===== src/sv/frred_pkg.sv =====
package frred_pkg;

	localparam int FIELD_W = 32;

	typedef struct packed {
		logic load;        // capture a new word from the input channel
		logic gcd_en;      // run one binary gcd step
		logic div_init_n;  // start dividing the numerator by the gcd
		logic div_init_d;  // start dividing the denominator by the gcd
		logic div_en;      // run one divider step
		logic save_n;      // keep the finished numerator quotient
		logic out_load;    // move the result into the output register
	} cmd_t;

	typedef struct packed {
		logic in_zero;     // incoming numerator and denominator both zero
		logic gcd_done;    // one operand reached zero, gcd is ready
		logic div_last;    // divider is on its final step
	} status_t;

endpackage


===== src/sv/frred_dp.sv =====
module frred_dp #(
	parameter int DATA_WIDTH = 32
) (
	input  logic                          clk,
	input  logic                          arst_n,
	input  frred_pkg::cmd_t               cmd,
	output frred_pkg::status_t            status,
	input  logic [frred_pkg::FIELD_W-1:0] numerator_in,
	input  logic [frred_pkg::FIELD_W-1:0] denominator_in,
	output logic [frred_pkg::FIELD_W-1:0] numerator_out,
	output logic [frred_pkg::FIELD_W-1:0] denominator_out,
	output logic [frred_pkg::FIELD_W-1:0] gcd_value,
	output logic                          zero_error
);

	localparam int W  = DATA_WIDTH;
	localparam int FW = frred_pkg::FIELD_W;
	localparam int MW = (W > FW) ? W : FW;
	localparam int CW = $clog2(W);

	logic [MW-1:0] num_ext, den_ext;
	logic [W-1:0]  num_w, den_w;

	logic [W-1:0]  a_q, b_q, n_q, d_q, g_q;
	logic [CW-1:0] k_q;
	logic          zero_q;

	logic [W-1:0]  rem_q, quo_q, qn_q;
	logic [CW-1:0] cnt_q;

	logic [W:0]    diff_ab, diff_ba;
	logic [W-1:0]  g_next;

	logic [W:0]    trial;
	logic [W+1:0]  sub;
	logic          take;
	logic [W-1:0]  rem_next, quo_next;

	logic [MW-1:0] qn_ext, qd_ext, g_ext;

	assign num_ext = MW'(numerator_in);
	assign den_ext = MW'(denominator_in);
	assign num_w   = num_ext[W-1:0];
	assign den_w   = den_ext[W-1:0];

	assign status.in_zero  = (num_w == '0) && (den_w == '0);
	assign status.gcd_done = (a_q == '0) || (b_q == '0);
	assign status.div_last = (cnt_q == CW'(W - 1));

	assign diff_ab = {1'b0, a_q} - {1'b0, b_q};
	assign diff_ba = {1'b0, b_q} - {1'b0, a_q};
	assign g_next  = (a_q | b_q) << k_q;

	// restoring divider: shift in one dividend bit, subtract when it fits
	assign trial    = {rem_q, quo_q[W-1]};
	assign sub      = {1'b0, trial} - {2'b00, g_q};
	assign take     = !sub[W+1];
	assign rem_next = take ? sub[W-1:0] : trial[W-1:0];
	assign quo_next = {quo_q[W-2:0], take};

	always_ff @(posedge clk) begin
		if (cmd.load) begin
			a_q    <= num_w;
			b_q    <= den_w;
			n_q    <= num_w;
			d_q    <= den_w;
			k_q    <= '0;
			zero_q <= status.in_zero;
		end else if (cmd.gcd_en) begin
			if (status.gcd_done) begin
				g_q <= g_next;
			end else if (!a_q[0] && !b_q[0]) begin
				a_q <= a_q >> 1;
				b_q <= b_q >> 1;
				k_q <= k_q + 1'b1;
			end else if (!a_q[0]) begin
				a_q <= a_q >> 1;
			end else if (!b_q[0]) begin
				b_q <= b_q >> 1;
			end else if (!diff_ab[W]) begin
				a_q <= diff_ab[W:1];
			end else begin
				b_q <= diff_ba[W:1];
			end
		end
	end

	always_ff @(posedge clk) begin
		if (cmd.save_n) begin
			qn_q <= quo_next;
		end
		if (cmd.div_init_n) begin
			rem_q <= '0;
			quo_q <= n_q;
			cnt_q <= '0;
		end else if (cmd.div_init_d) begin
			rem_q <= '0;
			quo_q <= d_q;
			cnt_q <= '0;
		end else if (cmd.div_en) begin
			rem_q <= rem_next;
			quo_q <= quo_next;
			cnt_q <= cnt_q + 1'b1;
		end
	end

	assign qn_ext = MW'(qn_q);
	assign qd_ext = MW'(quo_q);
	assign g_ext  = MW'(g_q);

	always_ff @(posedge clk or negedge arst_n) begin
		if (!arst_n) begin
			numerator_out   <= '0;
			denominator_out <= '0;
			gcd_value       <= '0;
			zero_error      <= 1'b0;
		end else if (cmd.out_load) begin
			if (zero_q) begin
				numerator_out   <= '0;
				denominator_out <= '0;
				gcd_value       <= '0;
				zero_error      <= 1'b1;
			end else begin
				numerator_out   <= qn_ext[FW-1:0];
				denominator_out <= qd_ext[FW-1:0];
				gcd_value       <= g_ext[FW-1:0];
				zero_error      <= 1'b0;
			end
		end
	end

endmodule


===== src/sv/frred_ctrl.sv =====
module frred_ctrl (
	input  logic               clk,
	input  logic               arst_n,
	input  logic               in_valid,
	output logic               in_stall,
	output logic               out_valid,
	input  logic               out_stall,
	input  frred_pkg::status_t status,
	output frred_pkg::cmd_t    cmd
);

	typedef enum logic [4:0] {
		S_IDLE  = 5'b00001,
		S_GCD   = 5'b00010,
		S_DIVN  = 5'b00100,
		S_DIVD  = 5'b01000,
		S_WRITE = 5'b10000
	} state_t;

	state_t state_q, state_d;
	logic   out_valid_q;
	logic   out_free;
	logic   accept;

	assign in_stall  = (state_q != S_IDLE);
	assign accept    = in_valid && !in_stall;
	assign out_valid = out_valid_q;
	assign out_free  = !out_valid_q || !out_stall;

	always_comb begin
		state_d = state_q;
		cmd     = '0;
		unique case (state_q)
			S_IDLE: begin
				if (accept) begin
					cmd.load = 1'b1;
					state_d  = status.in_zero ? S_WRITE : S_GCD;
				end
			end
			S_GCD: begin
				cmd.gcd_en = 1'b1;
				if (status.gcd_done) begin
					cmd.div_init_n = 1'b1;
					state_d        = S_DIVN;
				end
			end
			S_DIVN: begin
				cmd.div_en = 1'b1;
				if (status.div_last) begin
					cmd.save_n     = 1'b1;
					cmd.div_init_d = 1'b1;
					state_d        = S_DIVD;
				end
			end
			S_DIVD: begin
				cmd.div_en = 1'b1;
				if (status.div_last) begin
					state_d = S_WRITE;
				end
			end
			S_WRITE: begin
				// hold the result until the output register frees up
				if (out_free) begin
					cmd.out_load = 1'b1;
					state_d      = S_IDLE;
				end
			end
			default: state_d = S_IDLE;
		endcase
	end

	always_ff @(posedge clk or negedge arst_n) begin
		if (!arst_n) begin
			state_q     <= S_IDLE;
			out_valid_q <= 1'b0;
		end else begin
			state_q <= state_d;
			if (cmd.out_load) begin
				out_valid_q <= 1'b1;
			end else if (!out_stall) begin
				out_valid_q <= 1'b0;
			end
		end
	end

endmodule


===== src/sv/fraction_reducer_core.sv =====
// Fraction reducer: brings an unsigned fraction to lowest terms.
// Input channel: in_valid / in_stall with numerator_in and denominator_in.
// A word is taken on a rising edge with in_valid high and in_stall low.
// Output channel: out_valid / out_stall with numerator_out, denominator_out,
// gcd_value and zero_error; one output word for every input word.
// The gcd comes from a binary (shift and subtract) loop, one step a cycle,
// plus a final step that forms the gcd. One shared restoring divider,
// one quotient bit a cycle, then divides the numerator and the denominator
// in turn. Both inputs zero skip the gcd loop and the divider and report
// zero_error with all values zero.
// One word is worked on at a time; in_stall is high from acceptance until
// the result enters the output register. While out_stall holds a result,
// the next word is still computed and then waits inside the core.
// Reset (arst_n low, asynchronous) empties the core and the output register.
module fraction_reducer_core #(
	parameter int DATA_WIDTH = 32
) (
	input  logic                          clk,
	input  logic                          arst_n,
	input  logic                          in_valid,
	output logic                          in_stall,
	input  logic [frred_pkg::FIELD_W-1:0] numerator_in,
	input  logic [frred_pkg::FIELD_W-1:0] denominator_in,
	output logic                          out_valid,
	input  logic                          out_stall,
	output logic [frred_pkg::FIELD_W-1:0] numerator_out,
	output logic [frred_pkg::FIELD_W-1:0] denominator_out,
	output logic [frred_pkg::FIELD_W-1:0] gcd_value,
	output logic                          zero_error
);

	frred_pkg::cmd_t    cmd;
	frred_pkg::status_t status;

	frred_ctrl u_ctrl (
		.clk       (clk),
		.arst_n    (arst_n),
		.in_valid  (in_valid),
		.in_stall  (in_stall),
		.out_valid (out_valid),
		.out_stall (out_stall),
		.status    (status),
		.cmd       (cmd)
	);

	frred_dp #(
		.DATA_WIDTH (DATA_WIDTH)
	) u_dp (
		.clk             (clk),
		.arst_n          (arst_n),
		.cmd             (cmd),
		.status          (status),
		.numerator_in    (numerator_in),
		.denominator_in  (denominator_in),
		.numerator_out   (numerator_out),
		.denominator_out (denominator_out),
		.gcd_value       (gcd_value),
		.zero_error      (zero_error)
	);

endmodule


===== config.mk =====
export PLATFORM = sky130hd
export DESIGN_NAME = fraction_reducer_core
export DESIGN_NICKNAME = d
export VERILOG_FILES = /design/src/sv/frred_pkg.sv /design/src/sv/frred_dp.sv /design/src/sv/frred_ctrl.sv /design/src/sv/fraction_reducer_core.sv
export SDC_FILE = /design/constraint.sdc
export NUM_CORES = 1
export LEC_CHECK = 0
export BUFFER_PORTS_ARGS = -buffer_cell sky130_fd_sc_hd__buf_2
export CAP_MARGIN = 40
export CORE_MARGIN = 1
export CORE_UTILIZATION = 25
export CTS_CLUSTER_SIZE = 20
export DETAILED_ROUTE_END_ITERATION = 10
export MAX_ROUTING_LAYER = met4
export SLEW_MARGIN = 30
export SYNTH_ARGS = -nofsm -noshare
export SYNTH_HDL_FRONTEND = slang
export SYNTH_SLANG_ARGS = --single-unit
export TNS_END_PERCENT = 5

===== constraint.sdc =====
create_clock -name clk -period 6.7 [get_ports clk]
set_clock_uncertainty 0.2 [all_clocks]
set_input_delay 1.005 -clock clk [delete_from_list [all_inputs] [get_ports clk]]
set_output_delay 1.005 -clock clk [all_outputs]
set_load 0.005 [all_outputs]

# After elaboration in Yosys (flattened, before gate mapping)
# Cells that the tools add are included.
# word_totals
regBits	370
inputBits	68
output_inout_bits	99
word_cells	112
# classes
n_addsub	5
eq_ne	17
n_shift	1
n_mux	40
bitwise	3
n_reduce_logical	27
# op_table
op	count
2-to-1 mux 32 bit	21
zero test 32 bit	4
subtractor 32 x 32 -> 33 bit	2
subtractor 33 x 32 -> 34 bit	1
bitwise OR 32 bit	1
left shift 32 x 5 -> 32 bit	1
2-to-1 mux 5 bit	6
case mux 5 bit (5 select lines)	1
!= test 4 bit (second input constant)	3
2-to-1 mux 1 bit	11
adder 5 x 1 -> 5 bit (second input constant)	2
== test 5 bit (second input constant)	2
AND reduction 3 bit	3
!= test 2 bit (second input constant)	4
AND reduction 4 bit	2
zero test 1 bit	6
!= test 2 x 1 -> 1 bit (second input constant)	3
nonzero test 3 bit	2
== test 5 x 1 -> 1 bit (second input constant)	1
== test 5 x 2 -> 1 bit (second input constant)	1
== test 5 x 3 -> 1 bit (second input constant)	1
== test 5 x 4 -> 1 bit (second input constant)	1
!= test 5 x 1 -> 1 bit (second input constant)	1
AND reduction 5 bit	1
other kinds (7)	12

# Depth between registers and ports, before layout
# logic_depth
word_depth	8
depth_mapped	14
ltp_nobuf	12

# Modules after synthesis
# From an unflattened synthesis, not the netlist that was laid out.
# unflattened
cells_unflattened	2368
area_unflattened_um2	22551.6
# modules_own_cells
module	instances	cells_per_inst	area_each_um2
frred_dp	1	2322	22160.0
frred_ctrl	1	46	391.6

# Least setup slack after synthesis
# OpenSTA, ideal clock, no wires.
# synth_timing
path_type	register to register
from	register u_dp.b_q[18]
to	register u_dp.a_q[10], enable pin
setup_ps	462
arrival_time_ps	4410
setup_slack_ps	1628
path_stages_with_launch	10
n_path_buf	1
path_cell_list	edfxtp_1 inv_1 ha_1 clkbuf_8 nor4_1 and3_1 o211ai_2 a31o_2 and3_1 o21ai_0
# synth_between
elab_chain_cells	4
# synth_rtl
item	line	text
start, declared	frred_dp.sv:24	logic [W-1:0] a_q, b_q, n_q, d_q, g_q;
start signal, assigned	frred_dp.sv:64	b_q <= den_w;
start signal, assigned	frred_dp.sv:74	b_q <= b_q >> 1;
start signal, assigned	frred_dp.sv:79	b_q <= b_q >> 1;
branches (longest 3 deep; another with subtractor 32 x 32 -> 33 bit)	n/a	
AND reduction 4 bit (no source line) *	n/a	
end signal, assigned	frred_dp.sv:63	a_q <= num_w;
end signal, assigned	frred_dp.sv:73	a_q <= a_q >> 1;
end signal, assigned	frred_dp.sv:77	a_q <= a_q >> 1;
end, declared	frred_dp.sv:24	
# Mark *: on every way between the ends.
# A chain may end at the register's enable or synchronous reset.

# Worst setup path in the final report
# layout_timing
from	register u_dp.a_q[5]
to	register u_dp.b_q[22], data pin
# layout_between
elab_chain_cells	8
# layout_rtl
item	line	text
subtractor 32 x 32 -> 33 bit	frred_dp.sv:51	assign diff_ba = {1'b0, b_q} - {1'b0, a_q};
2-to-1 mux 32 bit	frred_dp.sv:80	end else if (!diff_ab[W]) begin
2-to-1 mux 32 bit	frred_dp.sv:78	end else if (!b_q[0]) begin
2-to-1 mux 32 bit	frred_dp.sv:76	end else if (!a_q[0]) begin
2-to-1 mux 32 bit	frred_dp.sv:72	end else if (!a_q[0] && !b_q[0]) begin
2-to-1 mux 32 bit	frred_dp.sv:70	if (status.gcd_done) begin
2-to-1 mux 32 bit	frred_dp.sv:69	end else if (cmd.gcd_en) begin
2-to-1 mux 32 bit	frred_dp.sv:62	if (cmd.load) begin
# Every way passes these cells. The select of a mux whose other input is x is not followed.

==> out/metrics.yaml <==
critical_path:
  crit_path_start: "u_dp.a_q[5]$_DFFE_PP_"
  path_max_fanout: 27
  worstPathCellList: "inv_1, ha_1, nor2_1, a221o_1, a221o_1, o211ai_2, nand3_1, a21boi_1, o21a_2, nand3_1, o21ai_1"
  reg2reg_slack_ps: 2490
  r2r_cells: 11
  crit_type: "flip-flop to flip-flop"
  start_kind: "flip-flop"
  timing.rr.start: "u_dp.a_q[5]$_DFFE_PP_"
  arrival_ps: 4460
  r2r_end: "u_dp.b_q[22]$_DFFE_PP_"
  crit_required_ps: 6950
  end_kind: "flip-flop"
  crit_slowest_cell: "o21a_2"
  slowest_delay_ps: 600
synth:
  synth_area_leaders: "edfxtp_1, dfrtp_1, ha_1, a21oi_1, dfxtp_1"
  synth_flop_cell: "edfxtp_1"
  synth.yosys.seq_area_share: 0.456
  syn_inst: 2254
  synth.cell_area_um2: 22300
  ys_ff_latch: 370
  synth_edf_count: 225
  syn_area_per_cell_um2: 9.91
  ys_types: 89
  yosysWarningCount: 0
  ys_async_sr_fraction: 0.278
  yosys.area.top_type: "edfxtp_1"
  synth.top_cell.area_share: 0.303
  syn_nets: 2453
clock_network:
  htreeDepth: 2
  cts_setup_buffers: 0
  cts-root-buf: "clkbuf_16"
  cts-buffers-inserted: 42
  cts_resized: 0
  cts_buffer_depth: 3
  cts_hold_buffers: 0
  clock_latency_ps: 600
  cts.clk_slew.worst_paths_ps: 70
  cts_tree: "built"
  cts_sinks: 370
sta:
  final_hold_viol_count: 0
  max_freq_mhz: 237
  setup_viol_count_final: 0
  slew_viol_final: 0
  tightest_slew_ps: 851
  fin_setup_tns_ps: 0
  whs_ps: 153
  finalCritPeriodShare: 0.629
  rsz0062_at_grt: "false"
  max_slew_margin: 0.428
  fin_crit_ps: 4210
die:
  die_h_um: 301
  fp.dieW_um: 301
  start_util: 0.253
  coreArea_um2: 88400
  io_pins: 167
  die_area_um2: 90500
  rows: 109
flow_run:
  cap_violations: 0
pwr:
  ir_drop_mv: 0.268
  powerDensity_nw_per_um2: 527
  p_leak_nw: 10.2
  fin_total_pwr_mw: 13.6
final_layout:
  fin_nets: 2560
  area_delta_synth_final_pct: 15.8
  finalInstanceArea_um2: 25900
  drive_above_1_share: 0.149
  layoutNonFillerInstCount: 3569
  fillers: 9284
place:
  port_buffers: 166
  hpwl_mm: 55.6
  place.gp.congestion: 1.00
  placed_area_um2: 24300
  post-place-cells: 3478
drt:
  wl_per_cell_um: 20.8
  via_per_inst: 5.01
  drc: 0
  routedLengthMet1_mm: 33.9
  wirelength_mm: 74.3
  ant_nets: 0
  wl_met3_mm: 4.84
  dr.pass1.iters: 5
  dr_wl_met2_mm: 33.3
  drtIter0Drc: 1637
  vias: 17877
  top_layer: "met4"
global_routing:
  grt_pass1_vias: 17016
  antenna_found_initial: 11
  grt_overflow_total: 0
  grt_max_degree: 101
  grt_pass1_wl_mm: 111
  grt_usage: 0.166
run_status:
  status: "completed"
min_path:
  hp-class: "input pin to asynchronous set/reset pin"
==> layout make-up <==
type	count	area, µm²	area share
Multi-Input combinational cell	1599	11000	0.425
Sequential cell	370	10200	0.393
Tap cell	1165	1460	0.0563
Timing Repair Buffer	200	1210	0.0468
Clock buffer	53	1160	0.0450
Inverter	148	561	0.0217
Clock inverter	25	282	0.0109
Antenna cell	9	22.5	0.000871
==> worst max path at each step <==
stage                             end  slack, ps  cells after the start
6_report       u_dp.b_q[22]$_DFFE_PP_       2490                     11
5_1_grt        u_dp.b_q[29]$_DFFE_PP_       2300                     11
4_1_cts        u_dp.b_q[27]$_DFFE_PP_       2350                     10
3_5_place_dp   u_dp.b_q[19]$_DFFE_PP_       2370                     10
3_3_place_gp   u_dp.b_q[26]$_DFFE_PP_       2280                     11
2_1_floorplan  u_dp.a_q[10]$_DFFE_PP_       1630                      9
==> report_power, final <==
group | switching, mW | leakage (nW) | internal, mW
Sequential | 0.494 | 3.86 | 3.15
Clock | 1.05 | 0.703 | 1.38
Combinational | 4.71 | 5.67 | 2.87
==> state kept, by name (all words and copies together) (netlist names) <==
signal and cells:
u_dp.gcd_value 32, u_dp.zero_error 1, u_dp.cnt_q 5, u_dp.rem_q 32
u_dp.qd_ext 32, u_dp.numerator_out 32, u_dp.denominator_out 32, u_dp.n_q 32
u_dp.qn_ext 32, u_ctrl.state_q 5, u_dp.a_q 32, u_ctrl.out_valid 1
u_dp.g_ext 32, u_dp.zero_q 1, u_dp.b_q 32, u_dp.k_q 5
u_dp.d_q 32
==> kinds of logic after synthesis <==
family	after synthesis	share of synthesized area
AO/OA/AOI/OAI	619	0.170
buffers and inverters	285	0.0538
multiplexers	114	0.0727
XOR/XNOR	87	0.0341
flip-flops	370	0.456
AND/OR/NAND/NOR	648	0.140
adder cells (fa/ha/maj)	131	0.0744
==> per-stage QoR <==
| step | util | setup WS (ps) |
|---|---|---|
| after CTS | 0.292 | 2350 |
| after global routing | 0.293 | 2300 |
| after floorplan | - | 1630 |
| after global placement | 0.274 | 2280 |
| after detailed placement | 0.275 | 2370 |
| final | 0.293 | 2490 |
==> critical path, delay by kind of cell, from the launching register on <==
kind | cells | cell delay (ps)
DFF | 1 | 540
adders and majority gates | 1 | 500
AOI/OAI and AO/OA | 6 | 2070
and+or+nand+nor | 3 | 620
buffers and inverters | 1 | 110
==> cells in the final DEF (no fill, tap or decap), types with 50 or more instances in the layout <==
| cell type | synthesis | final |
|---|---|---|
| a21oi_1 | 216 | 216 |
| buf_2 | 12 | 165 |
| dfrtp_1 | 102 | 102 |
| edfxtp_1 | 225 | 225 |
| ha_1 | 128 | 128 |
| inv_1 | 144 | 142 |
| mux2i_1 | 62 | 62 |
| nand2_1 | 143 | 142 |
| nand2b_1 | 81 | 80 |
| nand3_1 | 53 | 52 |
| nor2_1 | 208 | 208 |
| nor4_1 | 51 | 50 |
| o21ai_0 | 133 | 132 |
| xnor2_1 | 67 | 67 |
==> routing by layer <==
metal,vias up,global-route usage
met5,-,-
li1,8407,-
met2,606,0.250
met4,0,0.0557
met3,100,0.0281
met1,8764,0.223
==> Yosys cell counts, types with 20 or more instances <==
master / instances
dfrtp_1: 102
nand3_1: 53
xor2_1: 20
nor4_1: 51
a21oi_1: 216
a31oi_1: 24
a21o_1: 21
mux2i_1: 62
inv_1: 144
nand2b_1: 81
nor2_1: 208
o21bai_1: 20
edfxtp_1: 225
mux4_2: 37
nand4_1: 24
nand2_1: 143
o21ai_1: 36
dfxtp_1: 42
nor3_1: 25
o31ai_1: 44
xnor2_1: 67
o21ai_0: 133
clkbuf_1: 98
ha_1: 128
Note: power is estimated with default switching activity, not from simulation.
